`src/design/dedup_event_mailbox_assert.svh`:
```
// Assertion macros for the mailbox RTL.
// Depends on nothing; included by the modules that carry checks.
`ifndef DEDUP_EVENT_MAILBOX_ASSERT_SVH
`define DEDUP_EVENT_MAILBOX_ASSERT_SVH

// Same-cycle implication, disabled while reset is high.
`define DEM_ASSERT_NOW(label, clk, rst, ante, cons, msg) \
   label: assert property (@(posedge clk) disable iff (rst) (ante) |-> (cons)) \
      else $error(msg);

// Next-cycle implication, disabled while reset is high.
`define DEM_ASSERT_NEXT(label, clk, rst, ante, cons, msg) \
   label: assert property (@(posedge clk) disable iff (rst) (ante) |=> (cons)) \
      else $error(msg);

`endif

```
`src/design/dem_pkg.sv`:
```
// Shared types and codes for the deduplicating event mailbox.
// No dependencies; imported by dem_ctrl, dem_dp and dedup_event_mailbox.
package dem_pkg;

   localparam int ID_W  = 60;
   localparam int SEQ_W = 32;
   localparam int CNT_W = 32;

   // Request operation codes
   localparam logic [1:0] OP_PUSH     = 2'd0;
   localparam logic [1:0] OP_DRAIN    = 2'd1;
   localparam logic [1:0] OP_FINALIZE = 2'd2;

   // Result kinds
   localparam logic [1:0] KIND_PUSH    = 2'd0;
   localparam logic [1:0] KIND_DRAINED = 2'd1;
   localparam logic [1:0] KIND_EMPTY   = 2'd2;
   localparam logic [1:0] KIND_FINAL   = 2'd3;

   typedef enum logic [1:0] {
      ST_IDLE,
      ST_READ,
      ST_SEND
   } state_type;

   // Controller to datapath
   typedef struct packed {
      logic push;
      logic finalize;
      logic drain;
      logic rd_en;
      logic send;
   } cmd_type;

   // Datapath to controller
   typedef struct packed {
      logic count_zero;
      logic drain_last;
   } status_type;

endpackage

```
`src/design/dem_ram.sv`:
```
// Generic single-write, single-read RAM with registered read data.
// No dependencies.
module dem_ram #(
   parameter int WIDTH = 8,
   parameter int DEPTH = 16
) (
   input  logic                     clock,
   input  logic                     wr_en,
   input  logic [$clog2(DEPTH)-1:0] wr_addr,
   input  logic [WIDTH-1:0]         wr_data,
   input  logic                     rd_en,
   input  logic [$clog2(DEPTH)-1:0] rd_addr,
   output logic [WIDTH-1:0]         rd_data
);

   logic [WIDTH-1:0] mem_ff [DEPTH];
   logic [WIDTH-1:0] rd_data_ff;

   always_ff @(posedge clock) begin
      if (wr_en) begin
         mem_ff[wr_addr] <= wr_data;
      end
      if (rd_en) begin
         rd_data_ff <= mem_ff[rd_addr];
      end
   end

   assign rd_data = rd_data_ff;

endmodule

```
`src/design/dem_ctrl.sv`:
```
// Mailbox controller: request/response handshake and drain sequencing.
// Depends on dem_pkg.
module dem_ctrl
   import dem_pkg::*;
(
   input  logic       clock,
   input  logic       reset,
   input  logic       req_valid,
   output logic       req_ready,
   input  logic [1:0] req_operation,
   output logic       rsp_valid,
   input  logic       rsp_ready,
   input  status_type status,
   output cmd_type    cmd
);

   state_type state_ff, state_in;
   logic      rsp_valid_ff, rsp_valid_in;
   logic      out_free;

   assign out_free = !rsp_valid_ff || rsp_ready;

   // State and output-valid registers
   always_ff @(posedge clock) begin
      if (reset) begin
         state_ff     <= ST_IDLE;
         rsp_valid_ff <= 1'b0;
      end else begin
         state_ff     <= state_in;
         rsp_valid_ff <= rsp_valid_in;
      end
   end

   // Next state and commands
   always_comb begin
      state_in     = state_ff;
      req_ready    = 1'b0;
      cmd          = '0;
      case (state_ff)
         ST_IDLE: begin
            req_ready    = out_free;
            cmd.push     = req_valid && out_free && (req_operation == OP_PUSH);
            cmd.finalize = req_valid && out_free && (req_operation == OP_FINALIZE);
            cmd.drain    = req_valid && out_free && (req_operation == OP_DRAIN);
            if (cmd.drain && !status.count_zero) begin
               state_in = ST_READ;
            end
         end
         ST_READ: begin
            cmd.rd_en = 1'b1;
            state_in  = ST_SEND;
         end
         ST_SEND: begin
            if (out_free) begin
               cmd.send = 1'b1;
               state_in = status.drain_last ? ST_IDLE : ST_READ;
            end
         end
         default: begin
            state_in = ST_IDLE;
         end
      endcase

      // Output valid: set on any new result, cleared when taken.
      // A drain of a non-empty store answers only through its sends.
      if (cmd.push || cmd.finalize || (cmd.drain && status.count_zero) || cmd.send) begin
         rsp_valid_in = 1'b1;
      end else if (rsp_ready) begin
         rsp_valid_in = 1'b0;
      end else begin
         rsp_valid_in = rsp_valid_ff;
      end
   end

   assign rsp_valid = rsp_valid_ff;

endmodule

```
`src/design/dem_dp.sv`:
```
// Mailbox datapath: identity compare lanes, counters, event RAM, result register.
// Depends on dem_pkg, dem_ram and the assertion macro header.
`include "dedup_event_mailbox_assert.svh"
module dem_dp
   import dem_pkg::*;
#(
   parameter int QUEUE_DEPTH = 16
) (
   input  logic               clock,
   input  logic               reset,
   input  logic [3:0]         req_event_reason,
   input  logic [31:0]        req_request_ident,
   input  logic [7:0]         req_stage_number,
   input  logic [15:0]        req_generation_number,
   input  cmd_type            cmd,
   output status_type         status,
   output logic [1:0]         rsp_result_kind,
   output logic               rsp_accepted,
   output logic               rsp_duplicate,
   output logic               rsp_full_drop,
   output logic [SEQ_W-1:0]   rsp_sequence_res,
   output logic [3:0]         rsp_out_reason,
   output logic [31:0]        rsp_out_request,
   output logic [7:0]         rsp_out_stage,
   output logic [15:0]        rsp_out_generation,
   output logic               rsp_last_of_run,
   output logic               rsp_work_pending,
   output logic [CNT_W-1:0]   rsp_deliveries
);

   localparam int IW = $clog2(QUEUE_DEPTH);
   localparam int CW = $clog2(QUEUE_DEPTH + 1);
   localparam int EW = ID_W + SEQ_W;

   // Pending identities in flops so every entry is compared at once
   logic [ID_W-1:0]  ident_ff [QUEUE_DEPTH];
   logic [CW-1:0]    count_ff, count_in;
   logic [SEQ_W-1:0] seq_ff, seq_in;
   logic [CNT_W-1:0] deliv_ff, deliv_in;
   logic             fin_ff, fin_in;
   logic [CW-1:0]    len_ff, len_in;
   logic [IW-1:0]    idx_ff, idx_in;

   // Result register
   logic [1:0]       kind_ff, kind_in;
   logic             acc_ff, acc_in;
   logic             dup_ff, dup_in;
   logic             full_ff, full_in;
   logic [SEQ_W-1:0] rseq_ff, rseq_in;
   logic [ID_W-1:0]  rid_ff, rid_in;
   logic             last_ff, last_in;
   logic             work_ff, work_in;
   logic [CNT_W-1:0] rdel_ff, rdel_in;

   logic [ID_W-1:0]        req_id;
   logic [QUEUE_DEPTH-1:0] match;
   logic                   dup;
   logic                   full;
   logic                   store;
   logic                   drain_last;
   logic [EW-1:0]          ram_q;

   assign req_id = {req_event_reason, req_request_ident, req_stage_number,
                    req_generation_number};

   // Compare lanes: only entries below the fill count take part
   for (genvar i = 0; i < QUEUE_DEPTH; i++) begin : g_lane
      assign match[i] = (ident_ff[i] == req_id) && (CW'(i) < count_ff);

      always_ff @(posedge clock) begin
         if (store && (count_ff[IW-1:0] == IW'(i))) begin
            ident_ff[i] <= req_id;
         end
      end
   end

   assign dup   = |match;
   assign full  = (count_ff == CW'(QUEUE_DEPTH));
   assign store = cmd.push && !dup && !full;

   assign drain_last        = ((CW'(idx_ff) + CW'(1)) == len_ff);
   assign status.count_zero = (count_ff == '0);
   assign status.drain_last = drain_last;

   // Identity and sequence kept together for the drain walk
   dem_ram #(
      .WIDTH (EW),
      .DEPTH (QUEUE_DEPTH)
   ) u_event_ram (
      .clock   (clock),
      .wr_en   (store),
      .wr_addr (count_ff[IW-1:0]),
      .wr_data ({req_id, seq_ff}),
      .rd_en   (cmd.rd_en),
      .rd_addr (idx_ff),
      .rd_data (ram_q)
   );

   // Control registers
   always_ff @(posedge clock) begin
      if (reset) begin
         count_ff <= '0;
         seq_ff   <= '0;
         deliv_ff <= '0;
         fin_ff   <= 1'b0;
         len_ff   <= '0;
         idx_ff   <= '0;
      end else begin
         count_ff <= count_in;
         seq_ff   <= seq_in;
         deliv_ff <= deliv_in;
         fin_ff   <= fin_in;
         len_ff   <= len_in;
         idx_ff   <= idx_in;
      end
   end

   // Result payload
   always_ff @(posedge clock) begin
      kind_ff <= kind_in;
      acc_ff  <= acc_in;
      dup_ff  <= dup_in;
      full_ff <= full_in;
      rseq_ff <= rseq_in;
      rid_ff  <= rid_in;
      last_ff <= last_in;
      work_ff <= work_in;
      rdel_ff <= rdel_in;
   end

   // Next state and result for each command
   always_comb begin
      count_in = count_ff;
      seq_in   = seq_ff;
      deliv_in = deliv_ff;
      fin_in   = fin_ff;
      len_in   = len_ff;
      idx_in   = idx_ff;
      kind_in  = kind_ff;
      acc_in   = acc_ff;
      dup_in   = dup_ff;
      full_in  = full_ff;
      rseq_in  = rseq_ff;
      rid_in   = rid_ff;
      last_in  = last_ff;
      work_in  = work_ff;
      rdel_in  = rdel_ff;

      if (cmd.push) begin
         kind_in = KIND_PUSH;
         acc_in  = store;
         dup_in  = dup;
         full_in = full && !dup;
         rseq_in = store ? seq_ff : '0;
         rid_in  = '0;
         last_in = 1'b1;
         work_in = store || (count_ff != '0) || fin_ff;
         rdel_in = deliv_ff;
         if (store) begin
            count_in = count_ff + CW'(1);
            seq_in   = seq_ff + SEQ_W'(1);
         end
      end

      if (cmd.finalize) begin
         fin_in  = 1'b1;
         kind_in = KIND_FINAL;
         acc_in  = 1'b0;
         dup_in  = 1'b0;
         full_in = 1'b0;
         rseq_in = '0;
         rid_in  = '0;
         last_in = 1'b1;
         work_in = 1'b1;
         rdel_in = deliv_ff;
      end

      // Drain start: empty store answers at once, otherwise latch the run length
      if (cmd.drain) begin
         fin_in = 1'b0;
         if (count_ff == '0) begin
            kind_in = KIND_EMPTY;
            acc_in  = 1'b0;
            dup_in  = 1'b0;
            full_in = 1'b0;
            rseq_in = '0;
            rid_in  = '0;
            last_in = 1'b1;
            work_in = 1'b0;
            rdel_in = deliv_ff;
         end else begin
            len_in   = count_ff;
            idx_in   = '0;
            count_in = '0;
            deliv_in = deliv_ff + CNT_W'(1);
         end
      end

      // One drained event per send
      if (cmd.send) begin
         kind_in = KIND_DRAINED;
         acc_in  = 1'b0;
         dup_in  = 1'b0;
         full_in = 1'b0;
         rseq_in = ram_q[SEQ_W-1:0];
         rid_in  = ram_q[EW-1:SEQ_W];
         last_in = drain_last;
         work_in = 1'b0;
         rdel_in = deliv_ff;
         idx_in  = idx_ff + IW'(1);
      end
   end

   assign rsp_result_kind    = kind_ff;
   assign rsp_accepted       = acc_ff;
   assign rsp_duplicate      = dup_ff;
   assign rsp_full_drop      = full_ff;
   assign rsp_sequence_res   = rseq_ff;
   assign rsp_out_reason     = rid_ff[59:56];
   assign rsp_out_request    = rid_ff[55:24];
   assign rsp_out_stage      = rid_ff[23:16];
   assign rsp_out_generation = rid_ff[15:0];
   assign rsp_last_of_run    = last_ff;
   assign rsp_work_pending   = work_ff;
   assign rsp_deliveries     = rdel_ff;

   // Checks
   `DEM_ASSERT_NOW(a_count_bound, clock, reset, 1'b1,
      count_ff <= CW'(QUEUE_DEPTH), "fill count exceeds store depth")
   `DEM_ASSERT_NEXT(a_no_store_when_full, clock, reset, cmd.push && full && !dup,
      count_ff == $past(count_ff), "push into full store changed fill count")
   `DEM_ASSERT_NOW(a_send_in_range, clock, reset, cmd.send,
      CW'(idx_ff) < len_ff, "drain read past end of run")
   `DEM_ASSERT_NEXT(a_drain_clears, clock, reset, cmd.drain,
      count_ff == '0 && !fin_ff, "drain left events or finalize pending")

endmodule

```
`src/design/dedup_event_mailbox.sv`:
```
// Push, finalize and empty drain: result registered in the cycle after the request;
// one request per cycle while the result register drains.
// Drain of N events: each event is read from the event RAM, then loaded into the
// result register once the output is free; no request is taken meanwhile.
// Synchronous reset clears counters, flags and sequencing; stores are not cleared.
module dedup_event_mailbox
   import dem_pkg::*;
#(
   parameter int QUEUE_DEPTH = 16
) (
   input  logic               clock,
   input  logic               reset,
   input  logic               req_valid,
   output logic               req_ready,
   input  logic [1:0]         req_operation,
   input  logic [3:0]         req_event_reason,
   input  logic [31:0]        req_request_ident,
   input  logic [7:0]         req_stage_number,
   input  logic [15:0]        req_generation_number,
   output logic               rsp_valid,
   input  logic               rsp_ready,
   output logic [1:0]         rsp_result_kind,
   output logic               rsp_accepted,
   output logic               rsp_duplicate,
   output logic               rsp_full_drop,
   output logic [31:0]        rsp_sequence_res,
   output logic [3:0]         rsp_out_reason,
   output logic [31:0]        rsp_out_request,
   output logic [7:0]         rsp_out_stage,
   output logic [15:0]        rsp_out_generation,
   output logic               rsp_last_of_run,
   output logic               rsp_work_pending,
   output logic [31:0]        rsp_deliveries
);

   cmd_type    cmd;
   status_type status;

   dem_ctrl u_ctrl (
      .clock         (clock),
      .reset         (reset),
      .req_valid     (req_valid),
      .req_ready     (req_ready),
      .req_operation (req_operation),
      .rsp_valid     (rsp_valid),
      .rsp_ready     (rsp_ready),
      .status        (status),
      .cmd           (cmd)
   );

   dem_dp #(
      .QUEUE_DEPTH (QUEUE_DEPTH)
   ) u_dp (
      .clock                 (clock),
      .reset                 (reset),
      .req_event_reason      (req_event_reason),
      .req_request_ident     (req_request_ident),
      .req_stage_number      (req_stage_number),
      .req_generation_number (req_generation_number),
      .cmd                   (cmd),
      .status                (status),
      .rsp_result_kind       (rsp_result_kind),
      .rsp_accepted          (rsp_accepted),
      .rsp_duplicate         (rsp_duplicate),
      .rsp_full_drop         (rsp_full_drop),
      .rsp_sequence_res      (rsp_sequence_res),
      .rsp_out_reason        (rsp_out_reason),
      .rsp_out_request       (rsp_out_request),
      .rsp_out_stage         (rsp_out_stage),
      .rsp_out_generation    (rsp_out_generation),
      .rsp_last_of_run       (rsp_last_of_run),
      .rsp_work_pending      (rsp_work_pending),
      .rsp_deliveries        (rsp_deliveries)
   );

endmodule
```
`config.mk`:
```
export PLATFORM = sky130hd
export DESIGN_NAME = dedup_event_mailbox
export DESIGN_NICKNAME = d
export VERILOG_FILES = /design/src/design/dem_pkg.sv /design/src/design/dem_ram.sv /design/src/design/dem_ctrl.sv /design/src/design/dem_dp.sv /design/src/design/dedup_event_mailbox.sv
export VERILOG_INCLUDE_DIRS = /design/src /design/src/design
export SDC_FILE = /design/constraint.sdc
export NUM_CORES = 2
export LEC_CHECK = 0
export BUFFER_PORTS_ARGS = -buffer_cell sky130_fd_sc_hd__buf_2
export CAP_MARGIN = 40
export CORE_MARGIN = 2
export CORE_UTILIZATION = 65
export DETAILED_ROUTE_END_ITERATION = 8
export PLACE_DENSITY = 0.82
export SETUP_SLACK_MARGIN = 0.4
export SLEW_MARGIN = 10
export SYNTH_ARGS = -nofsm -noshare
export SYNTH_HDL_FRONTEND = slang
export SYNTH_SLANG_ARGS = --single-unit
```
`constraint.sdc`:
```
create_clock -name clock -period 17.41 [get_ports clock]
set_clock_uncertainty 0.1 [all_clocks]
set_input_delay 5.223 -clock clock [delete_from_list [all_inputs] [get_ports clock]]
set_output_delay 5.223 -clock clock [all_outputs]
set_load 0.03 [all_outputs]
```
==> key figures <==
Timing
  – Worst-margin pin slew: 1.36 ns
  – Setup TNS: 0 ns
  – Worst hold slack: 0.361 ns
  – Final hold vios: 0
  – Slew Limit Fails: 0
  – RSZ-0062 raised after global routing: no
  – Slack of the critical path: 6.33 ns
  – Slew headroom: 0.0967
  – Crit share post-route: 0.637
  – Endpoints failing setup: 0
  – Fmax achieved: 0.0902 GHz
  – Post-layout min period: 11.08 ns

Drt
  – Starting DRT DRC Count: 10.7k
  – Routed Antenna Nets: 0
  – Final routed DRC violation total: 4
  – Detailed Route WL: 321000 um
  – Initial DRT Pass Iterations: 9
  – Drt via density: 7.81
  – Vias: 51.1k
  – Drt wl/cell: 49.1 um

Synthesis
  – Synth Register Bits: 1777
  – Post-Synthesis Cells: 4500
  – Synth top area cells: edfxtp_1 60%, mux4_2 13%, xnor2_1 6.9%, dfxtp_1 5.5%, xor2_1 3.6%
  – Most common cell in the synthesized netlist: edfxtp_1
  – Top cells by count, synth: 1564 x edfxtp_1, 618 x xnor2_1, 460 x mux4_2, 320 x xor2_1, 213 x dfxtp_1
  – Cell Area, Synth: 0.0780 mm2
  – Synth cell types: 65
  – Avg Synthesized Cell Area: 17.3 um2
  – Async set or reset register ratio after synthesis: 0
  – Ys flop type: edfxtp_1
  – Share of the synthesized area in the top cell type: 0.602
  – Syn nets: 4573
  – Number of enable flip-flop cells after synthesis: 1564
  – Yosys Warn Count: 0
  – Yosys top cell by area: edfxtp_1
  – Seq/Total Area, Yosys: 0.657

Run status
  – Status: finished with violations
  – Failing checks: DRC

Placed design
  – Placed Instances: 6163
  – DP HPWL: 221000 um
  – Port-buffer cells: 198
  – Place WS: 5.86 ns
  – GPL Wtd Cong: 1.19

Final layout
  – Post-layout nets: 4831
  – Layout cells sized above 1: 0.238
  – Non-filler cells, final: 6548
  – Area grow syn2layout: 11.8%

Clocking
  – CTS max path bufs: 3
  – Root Buffer: clkbuf_16
  – Hold_buf cts: 0
  – Clock Latency Late Sink: 0.86 ns
  – Clock transition at path regs: 0.06 ns
  – Cts repair resizes: 0
  – H-Tree Depth: 4
  – TritonCTS clock tree: built
  – Post-CTS Setup Bufs: 0
  – Sink Count: 1777
  – Total CTS buffers: 176

Global routing
  – GR Overflow Total: 0
  – First-pass GRT wire length: 422000 um
  – Antenna violations before repair: 46
  – Vias in the first global route: 47.1k
  – GRT Overall Usage: 0.528
  – Largest net degree at the start of global routing: 141

Critical path
  – Max incr delay on CP: 0.24 ns
  – CP arrival: 5.76 ns
  – Most Frequent Cell on Critical Path: buf_2
  – Slowest CP cell: buf_2
  – Critical Path RT: 12.09 ns
  – Crit Path Class: input port to primary output
  – CP max FO: 2
  – Crit path capture type: primary output
  – Critical Path Start: rsp_ready
  – Critical R2R Launch: u_dp.count_ff[4]$_SDFF_PP0_
  – Critical Path, Cell by Cell: buf_2 > nor2b_1 > nor3_1 > buf_2
  – Worst setup SP type: input port

Min path
  – HP Start: u_dp.u_event_ram.rd_data[52]$_DFFE_PN_
  – Worst Hold Class: register to register

Floorplan
  – Core Footprint: 0.119 mm2
  – Initial Util: 0.653
  – Die Height: 350 um
  – Io pins: 199
  – Die W: 350 um
  – Row count: 127
  – Die area: 0.123 mm2

Power
  – P_leak: 0.0280 uW
  – Pwr Total: 9110 uW
  – Power Density: 105 mW/mm2
  – VDD IR max: 0.127 mV

Run
  – Maxcap violations: 0
==> through the flow <==
| stage | utilization | cell area (um2) |
|---|---|---|
| after global placement | 0.669 | 80000 |
| after floorplan | - | 78000 |
| after global routing | 0.729 | 87100 |
| after detailed placement | 0.676 | 80800 |
| final | 0.730 | 87200 |
| after CTS | 0.726 | 86800 |
==> registers in the layout, indices dropped and copies added, names as in the netlist <==
signal	flops
u_dp.u_event_ram.rd_data	92
u_dp.rsp_duplicate	1
u_dp.rsp_deliveries	32
u_dp.rsp_full_drop	1
u_dp.idx_ff	4
u_dp.deliv_ff	32
u_dp.seq_ff	32
u_dp.ident_ff	945
u_dp.len_ff	5
u_dp.rsp_work_pending	1
u_dp.rsp_sequence_res	32
u_dp.count_ff	5
u_ctrl.state_ff	2
u_dp.rsp_accepted	1
u_dp.rsp_last_of_run	1
u_dp.rsp_result_kind	2
u_dp.fin_ff	1
u_dp.u_event_ram.mem_ff	527
u_ctrl.rsp_valid	1
u_dp.rid_ff	60
==> layout by cell type, fill, tap and decap left out, drive strengths merged, types with 12 or more instances in the layout <==
master  netlist  layout
a21oi        41      41
o21ai        27      27
or3          17      17
inv          49      54
edfxtp     1564    1564
nand3        42      42
xnor2       618     618
dfxtp       213     213
or4          12      12
nand2b       27      27
xor2        320     320
mux2         28      28
a22oi        34      34
nand4       183     183
nor2b        45      45
o22ai        13      13
bufinv        0      17
nor2         83      83
a22o         62      62
nand2       117     117
mux4        460     460
nor4        112     112
nor3         20      20
buf         162     352
clkinv        0      63
and3         37      37
diode         0      27
clkbuf      120     247
==> per-layer routing <==
layer	share of wire	routed length, um	GRT usage	up-vias
met4	0.086	27800	0.345	20
met1	0.32	103000	0.672	25700
li1	-	-	-	18200
met5	0.00088	283	0	-
met2	0.42	134000	0.728	6052
met3	0.18	56300	0.247	1220
==> critical path, delay by kind of cell <==
kind / cells / cell delay, ns
and+or+nand+nor: 2 / 0.21
buffers and inverters: 2 / 0.33
==> power by group <==
part | internal (uW) | switching, uW | total (uW)
combinational | 120 | 358 | 477
clock | 2250 | 1750 | 4000
sequential | 4620 | 10.0 | 4630
==> layout make-up <==
type / instances / area [um2]
multi-input combinational: 2392 / 24900
fill: 6908 / 32300
clock buffer: 237 / 4910
clock inverter: 92 / 1060
timing repair buffer: 362 / 2810
tap: 1612 / 2020
inverter: 49 / 184
antenna: 27 / 67.6
sequential: 1777 / 51200
==> cell families after synthesis <==
kind of cell,count (synthesis),share of synthesized area
xor+xnor,938,0.105
flops,1777,0.657
simple gates,715,0.0508
mux,489,0.137
fa+ha+maj,7,0.00112
compound gates,243,0.0230
buf+inv,331,0.0260
==> final timing paths <==
check	to	slack, ns	cells past startpoint
worst max-delay path	req_ready	6.33	4
worst min-delay path	u_dp.rid_ff[20]$_DFF_P_	0.36	1
worst max register to register	u_dp.ident_ff[0][313]$_DFFE_PP_	10.95	11
worst min register to register	u_dp.rid_ff[20]$_DFF_P_	0.36	1
(Power assumes the default switching activity.)
